==> src/rtl/sorted_unique_set_top_assert.svh <==
// Assertion macros for the sorted set block.
// Used by sorted_unique_set_top; needs a clock named clock and a reset named reset.
`ifndef SORTED_UNIQUE_SET_TOP_ASSERT_SVH
`define SORTED_UNIQUE_SET_TOP_ASSERT_SVH

// Same-cycle implication.
`define SUS_ASSERT_NOW(label, ante, cons, msg) \
   label: assert property (@(posedge clock) disable iff (reset) (ante) |-> (cons)) \
      else $error(msg);

// Next-cycle implication.
`define SUS_ASSERT_NEXT(label, ante, cons, msg) \
   label: assert property (@(posedge clock) disable iff (reset) (ante) |=> (cons)) \
      else $error(msg);

`endif

==> src/rtl/sus_pkg.sv <==
// Shared types and constants for the sorted set block.
// No dependencies.
package sus_pkg;

   localparam int VAL_W         = 32;
   localparam int OP_W          = 2;
   localparam int STATUS_W      = 3;
   localparam int POS_W         = 4;
   localparam int COUNT_OUT_W   = 5;
   localparam int CAPACITY_DEF  = 16;

   localparam logic [OP_W-1:0] OP_INSERT = 2'd0;
   localparam logic [OP_W-1:0] OP_REMOVE = 2'd1;
   localparam logic [OP_W-1:0] OP_LOOKUP = 2'd2;

   localparam logic [STATUS_W-1:0] STATUS_OK      = 3'd0;
   localparam logic [STATUS_W-1:0] STATUS_DUP     = 3'd1;
   localparam logic [STATUS_W-1:0] STATUS_EMPTY   = 3'd2;
   localparam logic [STATUS_W-1:0] STATUS_MISSING = 3'd3;
   localparam logic [STATUS_W-1:0] STATUS_FULL    = 3'd4;

   typedef struct packed {
      logic cmp;   // register the compare against the key
      logic ins;   // shift right from the insert point
      logic rem;   // shift left from the removed entry
   } cell_ctl_type;

endpackage

==> src/rtl/sorted_unique_set_top.sv <==
// Sorted set of distinct signed 32-bit values built as a chain of cells.
// Depends on sus_pkg, sus_cell and sorted_unique_set_top_assert.svh.
//
// Usage:
//   req channel (req_valid/req_stall) carries operation and value; an item
//   is taken at an edge with req_valid high and req_stall low.
//   rsp channel (rsp_valid/rsp_stall) returns status, position and
//   entry_count, one result item per request, in order.
// Sequence:
//   The key register takes the item, then every cell registers its compare
//   with the key in parallel, then the chain shifts and the result register
//   loads. req_stall stays high from the accepting edge until the shift step
//   is done, so a new item is not taken before the last one is through; the
//   single shared key register feeds all cells.
// Reset:
//   Synchronous; empties the set and drops any pending result. Entries are
//   not cleared, the count alone marks which cells hold values.
// Stall:
//   A waiting result sits in the output register; the next item is still
//   taken and compared, and its shift step holds until the result is taken.
module sorted_unique_set_top import sus_pkg::*; #(
   parameter int CAPACITY = CAPACITY_DEF
) (
   input  logic                       clock,
   input  logic                       reset,
   input  logic                       req_valid,
   output logic                       req_stall,
   input  logic [OP_W-1:0]            req_operation,
   input  logic signed [VAL_W-1:0]    req_value,
   output logic                       rsp_valid,
   input  logic                       rsp_stall,
   output logic [STATUS_W-1:0]        rsp_status,
   output logic [POS_W-1:0]           rsp_position,
   output logic [COUNT_OUT_W-1:0]     rsp_entry_count
);

`include "sorted_unique_set_top_assert.svh"

   localparam int CNT_W = $clog2(CAPACITY + 1);

   localparam logic [1:0] S_IDLE = 2'd0;
   localparam logic [1:0] S_CMP  = 2'd1;
   localparam logic [1:0] S_EXEC = 2'd2;

   logic [1:0]              state_ff, state_in;
   logic [CNT_W-1:0]        count_ff, count_in;
   logic signed [VAL_W-1:0] key_ff, key_in;
   logic [OP_W-1:0]         op_ff, op_in;
   logic                    rsp_valid_ff, rsp_valid_in;
   logic [STATUS_W-1:0]     status_ff, status_in;
   logic [POS_W-1:0]        pos_ff, pos_in;
   logic [COUNT_OUT_W-1:0]  rcount_ff, rcount_in;

   logic signed [VAL_W-1:0] entry_vec [CAPACITY];
   logic [CAPACITY-1:0]     lt_vec, eq_vec, valid_vec;
   logic [CAPACITY:0]       lt_ext;
   logic [CNT_W-1:0]        idx;
   logic                    found, ins_do, rem_do, advance, req_take;
   logic [POS_W+CNT_W-1:0]  pos_wide, cnt_wide;
   cell_ctl_type            ctl;

   assign req_take = req_valid && !req_stall;
   assign req_stall = (state_ff != S_IDLE);
   assign advance = (state_ff == S_EXEC) && (!rsp_valid_ff || !rsp_stall);

   // sorted index = one past the last cell below the key
   assign lt_ext = {1'b0, lt_vec};
   always_comb begin
      idx = '0;
      for (int i = 0; i < CAPACITY; i++) begin
         if (lt_ext[i] && !lt_ext[i+1]) begin
            idx = idx | CNT_W'(i + 1);
         end
      end
   end

   assign found  = |eq_vec;
   assign ins_do = (op_ff == OP_INSERT) && !found && (count_ff < CNT_W'(CAPACITY));
   assign rem_do = (op_ff == OP_REMOVE) && (count_ff != '0) && found;

   always_comb begin
      ctl.cmp = (state_ff == S_CMP);
      ctl.ins = advance && ins_do;
      ctl.rem = advance && rem_do;
   end

   genvar g;
   generate
      for (g = 0; g < CAPACITY; g++) begin : g_cell
         assign valid_vec[g] = (CNT_W'(g) < count_ff);
         sus_cell u_cell (
            .clock       (clock),
            .ctl         (ctl),
            .valid       (valid_vec[g]),
            .key         (key_ff),
            .left_entry  ((g == 0) ? key_ff : entry_vec[(g == 0) ? 0 : g - 1]),
            .left_lt     ((g == 0) ? 1'b1 : lt_vec[(g == 0) ? 0 : g - 1]),
            .right_entry (entry_vec[(g == CAPACITY - 1) ? g : g + 1]),
            .entry       (entry_vec[g]),
            .lt          (lt_vec[g]),
            .eq          (eq_vec[g])
         );
      end
   endgenerate

   always_comb begin
      state_in     = state_ff;
      count_in     = count_ff;
      key_in       = key_ff;
      op_in        = op_ff;
      rsp_valid_in = rsp_valid_ff && rsp_stall;
      status_in    = status_ff;
      pos_in       = pos_ff;
      rcount_in    = rcount_ff;
      pos_wide     = (POS_W + CNT_W)'(idx);
      cnt_wide     = '0;

      case (state_ff)
         S_IDLE: begin
            if (req_take) begin
               key_in   = req_value;
               op_in    = req_operation;
               state_in = S_CMP;
            end
         end
         S_CMP: begin
            state_in = S_EXEC;
         end
         S_EXEC: begin
            if (advance) begin
               if (ins_do) begin
                  count_in = count_ff + CNT_W'(1);
               end else if (rem_do) begin
                  count_in = count_ff - CNT_W'(1);
               end
               status_in = STATUS_OK;
               case (op_ff)
                  OP_INSERT: begin
                     if (found) begin
                        status_in = STATUS_DUP;
                     end else if (!ins_do) begin
                        status_in = STATUS_FULL;
                     end
                  end
                  OP_REMOVE: begin
                     if (count_ff == '0) begin
                        status_in = STATUS_EMPTY;
                     end else if (!found) begin
                        status_in = STATUS_MISSING;
                     end
                  end
                  default: begin
                     if (!found) begin
                        status_in = STATUS_MISSING;
                     end
                  end
               endcase
               // position reads zero on any error but a duplicate
               pos_in = ((status_in == STATUS_OK) || (status_in == STATUS_DUP)) ?
                        pos_wide[POS_W-1:0] : '0;
               cnt_wide     = (POS_W + CNT_W)'(count_in);
               rcount_in    = COUNT_OUT_W'(cnt_wide);
               rsp_valid_in = 1'b1;
               state_in     = S_IDLE;
            end
         end
         default: begin
            state_in = S_IDLE;
         end
      endcase
   end

   always_ff @(posedge clock) begin
      if (reset) begin
         state_ff     <= S_IDLE;
         count_ff     <= '0;
         rsp_valid_ff <= 1'b0;
      end else begin
         state_ff     <= state_in;
         count_ff     <= count_in;
         rsp_valid_ff <= rsp_valid_in;
      end
   end

   always_ff @(posedge clock) begin
      key_ff    <= key_in;
      op_ff     <= op_in;
      status_ff <= status_in;
      pos_ff    <= pos_in;
      rcount_ff <= rcount_in;
   end

   assign rsp_valid       = rsp_valid_ff;
   assign rsp_status      = status_ff;
   assign rsp_position    = pos_ff;
   assign rsp_entry_count = rcount_ff;

   `SUS_ASSERT_NOW(a_count_cap, 1'b1, count_ff <= CNT_W'(CAPACITY), "count above capacity")
   `SUS_ASSERT_NOW(a_lt_thermo, state_ff == S_EXEC, ((lt_vec >> 1) & ~lt_vec) == '0, "lt not thermometer")
   `SUS_ASSERT_NOW(a_eq_single, state_ff == S_EXEC, $onehot0(eq_vec), "key matches twice")
   `SUS_ASSERT_NEXT(a_ins_count, advance && ins_do, count_ff == $past(count_ff) + CNT_W'(1), "insert count")
   `SUS_ASSERT_NOW(a_rsp_src, $rose(rsp_valid_ff), $past(state_ff) == S_EXEC, "result without shift step")

endmodule

==> src/rtl/sus_cell.sv <==
// One slot of the sorted chain: holds an entry, compares it with the key
// and takes a neighbor's entry on insert or remove. Depends on sus_pkg.
module sus_cell import sus_pkg::*; (
   input  logic                    clock,
   input  cell_ctl_type            ctl,
   input  logic                    valid,
   input  logic signed [VAL_W-1:0] key,
   input  logic signed [VAL_W-1:0] left_entry,
   input  logic                    left_lt,
   input  logic signed [VAL_W-1:0] right_entry,
   output logic signed [VAL_W-1:0] entry,
   output logic                    lt,
   output logic                    eq
);

   logic signed [VAL_W-1:0] entry_ff, entry_in;
   logic                    lt_ff, lt_in;
   logic                    eq_ff, eq_in;

   always_comb begin
      entry_in = entry_ff;
      lt_in    = lt_ff;
      eq_in    = eq_ff;
      if (ctl.cmp) begin
         lt_in = valid && (entry_ff < key);
         eq_in = valid && (entry_ff == key);
      end
      // entries below the key stay put
      if (ctl.ins && !lt_ff) begin
         entry_in = left_lt ? key : left_entry;
      end else if (ctl.rem && !lt_ff) begin
         entry_in = right_entry;
      end
   end

   always_ff @(posedge clock) begin
      entry_ff <= entry_in;
      lt_ff    <= lt_in;
      eq_ff    <= eq_in;
   end

   assign entry = entry_ff;
   assign lt    = lt_ff;
   assign eq    = eq_ff;

endmodule
==> config.mk <==
export PLATFORM = sky130hd
export DESIGN_NAME = sorted_unique_set_top
export DESIGN_NICKNAME = d
export VERILOG_FILES = /design/src/rtl/sus_pkg.sv /design/src/rtl/sorted_unique_set_top.sv /design/src/rtl/sus_cell.sv
export VERILOG_INCLUDE_DIRS = /design/src /design/src/rtl
export SDC_FILE = /design/constraint.sdc
export NUM_CORES = 2
export LEC_CHECK = 0
export ABC_AREA = 1
export BUFFER_PORTS_ARGS = -buffer_cell sky130_fd_sc_hd__buf_2
export CORE_MARGIN = 4
export CORE_UTILIZATION = 65
export DETAILED_ROUTE_END_ITERATION = 7
export GPL_TIMING_DRIVEN = 0
export PLACE_DENSITY = 0.85
export SKIP_CTS_REPAIR_TIMING = 1
export SYNTH_ARGS = -nofsm -noshare
export SYNTH_HDL_FRONTEND = slang
export SYNTH_SLANG_ARGS = --single-unit
==> constraint.sdc <==
create_clock -name clock -period 9.5 [get_ports clock]
set_input_delay 0.95 -clock clock [delete_from_list [all_inputs] [get_ports clock]]
set_output_delay 0.95 -clock clock [all_outputs]
set_load 0.01 [all_outputs]
==> flow_summary.yaml <==
status:
  status: "completed"
timing:
  setup_ws_ps: 5080
  finalHoldViolations: 0
  worstMarginPinSlew_ps: 1310
  drv_slew: 0
  finClkSkew_ps: 23.9
  period_share: 0.465
  setup-tns-final_ps: 0
  slew_headroom: 0.116
  setup_violations: 0
  fmax_mhz: 226
  period_needed_ps: 4420
  rsz0062_at_grt: "false"
yosys:
  async_reset_ff_frac: 0
  yosysWarnings: 0
  yosys_most_used_dff: "edfxtp_1"
  netlist_area_mm2: 0.0420
  netlist_instances: 5202
  postSynthAreaPerCell_um2: 8.07
  synth_edf_count: 590
  synth.ff_latch_count: 598
  yosysSeqAreaShare: 0.426
  synth_fp_nets: 5755
  synthDistinctLibCells: 37
power_and_ir_drop:
  p_sw_mw: 1.59
  p_sw_frac: 0.258
  internal_power_mw: 4.58
  powerDensity_mw_per_mm2: 135
  comb_power_share: 0.104
  clkPwrFrac: 0.423
  leakagePower_nw: 19.8
  pwr-share-seq: 0.473
  ir_worst_vdd_mv: 0.126
worst_setup_path:
  cpMaxStageDelayCell: "nor2_4"
  arrival_ps: 4650
  worst-path-stages: 10
  critical_path.top_delay_family: "simple AND/OR/NAND/NOR gates"
  critical_path_class: "flip-flop to flip-flop"
  r2r_cells: 10
  cp-end-kind: "flip-flop"
  crit_top_cell: "nand2_1"
  crit_path_max_incr_delay_ps: 890
  cp-start-kind: "flip-flop"
  cp_cell_sequence: "clkinv_1 > ha_1 > nand3_1 > nor2_1 > nor2_1 > nand2_1 > nand2_1 > nand2_1 > clkbuf_2 > nor2_4"
  crit_required_ps: 9730
  path_buf_inv: 2
  critPathMaxFanout: 32
die:
  ios: 52
  start_util: 0.661
  die_width_um: 262
  die_area_mm2: 0.0687
  rows: 92
  chipHeight_um: 262
  core_mm2: 0.0635
place:
  post-place-ws_ps: 5170
  portBuffers: 50
  place_hpwl_um: 95100
  place_congestion: 0.995
grt:
  grt_pass1_wl_um: 186000
  grt_pass1_vias: 36192
  grt_max_degree: 33
  gr-total-overflow: 0
  antenna_found_initial: 0
  grt_use_total: 0.343
cells_and_area:
  final_cell_mix: "nand2_1, o21ai_0, inv_1"
  fin_nets: 5879
  syn_to_final_growth_pct: 8.64
  final_common_cell: "nand2_1"
  drive_above_1_share: 0.0459
routing:
  via_count: 37293
  drtAntennaViolNets: 0
  route.detailed.drc: 0
  wl_um: 120000
  firstDrtPassIters: 7
  first_iter_violations: 4431
  via_per_inst: 5.99
  wl_per_cell_um: 19.2
clock_network:
  cts_tree: "built"
  cts_htree_levels: 3
  numCtsBuffers: 70
  clock_sinks: 598
  clk_latency_ps: 630
  root_buffer: "clkbuf_16"
  clk_transition_reported_paths_ps: 60
  clk_path_buf_depth: 3
hold_path:
  hold_class: "input pin to flip-flop"
  hold_path_depth: 1
run:
  cap_viol_max_count: 0
==> flip-flops by register name (all words and copies together) (netlist names) <==
signal               flops
rsp_entry_count          5
rsp_status               3
state_ff                 2
count_ff                 5
op_ff                    2
g_cell.u_cell.entry    512
rsp_valid                1
g_cell.u_cell.lt        16
g_cell.u_cell.eq        16
rsp_position             4
key_ff                  32
==> power by group through the flow <==
stage                     clock network [mW]  logic [mW]  registers (mW)
after global routing                    2.71       0.713            2.92
after global placement                     0       0.579            2.97
after floorplan                            0       0.410            2.96
final                                   2.61       0.640            2.92
after detailed placement                   0       0.613            2.97
after CTS                               2.62       0.621            2.92
==> layer usage <==
layer | track usage | share of wire | vias up
met3 | 0.0463 | 0.085 | 450
li1 | - | - | 17799
met2 | 0.582 | 0.47 | 2089
met1 | 0.428 | 0.38 | 16955
met5 | 0 | 0 | -
met4 | 0.185 | 0.061 | 0
==> worst paths after layout <==
kind / start / end / slack (ps)
worst max-delay path: count_ff[0]$_SDFFE_PP0P_ / g_cell[10].u_cell.entry[6]$_DFFE_PP_ / 5080
worst min register to register: rsp_valid$_SDFF_PP0_ / rsp_valid$_SDFF_PP0_ / 530
worst min-delay path: req_value[26] / key_ff[26]$_DFFE_PP_ / 510
worst max register to register: count_ff[0]$_SDFFE_PP0P_ / g_cell[10].u_cell.entry[6]$_DFFE_PP_ / 5080
==> kinds of logic after synthesis <==
logic type                 count (synthesis)  synth area share
buffers and inverters                    854            0.0792
adders and majority gates                515             0.153
xor gates and xnor gates                   3          0.000626
and+or+nand+nor                         1911             0.181
AOI/OAI and AO/OA                       1321             0.160
DFF                                      598             0.426
==> synthesized netlist by cell type (all sizes together) (2+ instances only) <==
library cell	count	area, um2
o21bai	3	22.5
a21o	9	67.6
edfxtp	590	17700
inv	616	2320
nand4	34	213
a21oi	251	1260
clkbuf	149	559
and3	10	62.6
nor3	25	125
o21a	26	195
nor4	12	75.1
xor2	3	26.3
buf	87	443
ha	515	6440
o2111a	2	22.5
nor2	221	996
nand2	1552	5830
dfxtp	8	160
or2	4	25.0
o21ai	1026	5130
nand3	52	260
clkinv	2	7.51
==> stage by stage <==
step | cell area (um2) | total power, mW | std cells | util | hold slack, ps
2_1_floorplan | 42000 | 3.37 | 5202 | - | 512
3_3_place_gp | 43300 | 3.55 | 6098 | 0.682 | 506
3_5_place_dp | 43500 | 3.59 | 6100 | 0.684 | 516
4_1_cts | 45600 | 6.16 | 6222 | 0.718 | 486
5_1_grt | 45600 | 6.35 | 6222 | 0.718 | 501
6_report | 45600 | 6.17 | 6223 | 0.718 | 507
==> final cells by class <==
| cell class | count | area (um2) |
|---|---|---|
| Buffer | 236 | 1000 |
| Sequential cell | 598 | 17900 |
| Clock inverter | 34 | 322 |
| Antenna cell | 1 | 2.50 |
| Tap cell | 846 | 1060 |
| Timing Repair Buffer | 52 | 290 |
| Fill cell | 4805 | 17900 |
| Multi-Input combinational cell | 3750 | 20900 |
| Inverter | 618 | 2320 |
| Clock buffer | 88 | 1820 |
Power figures use the tool's default switching activity.
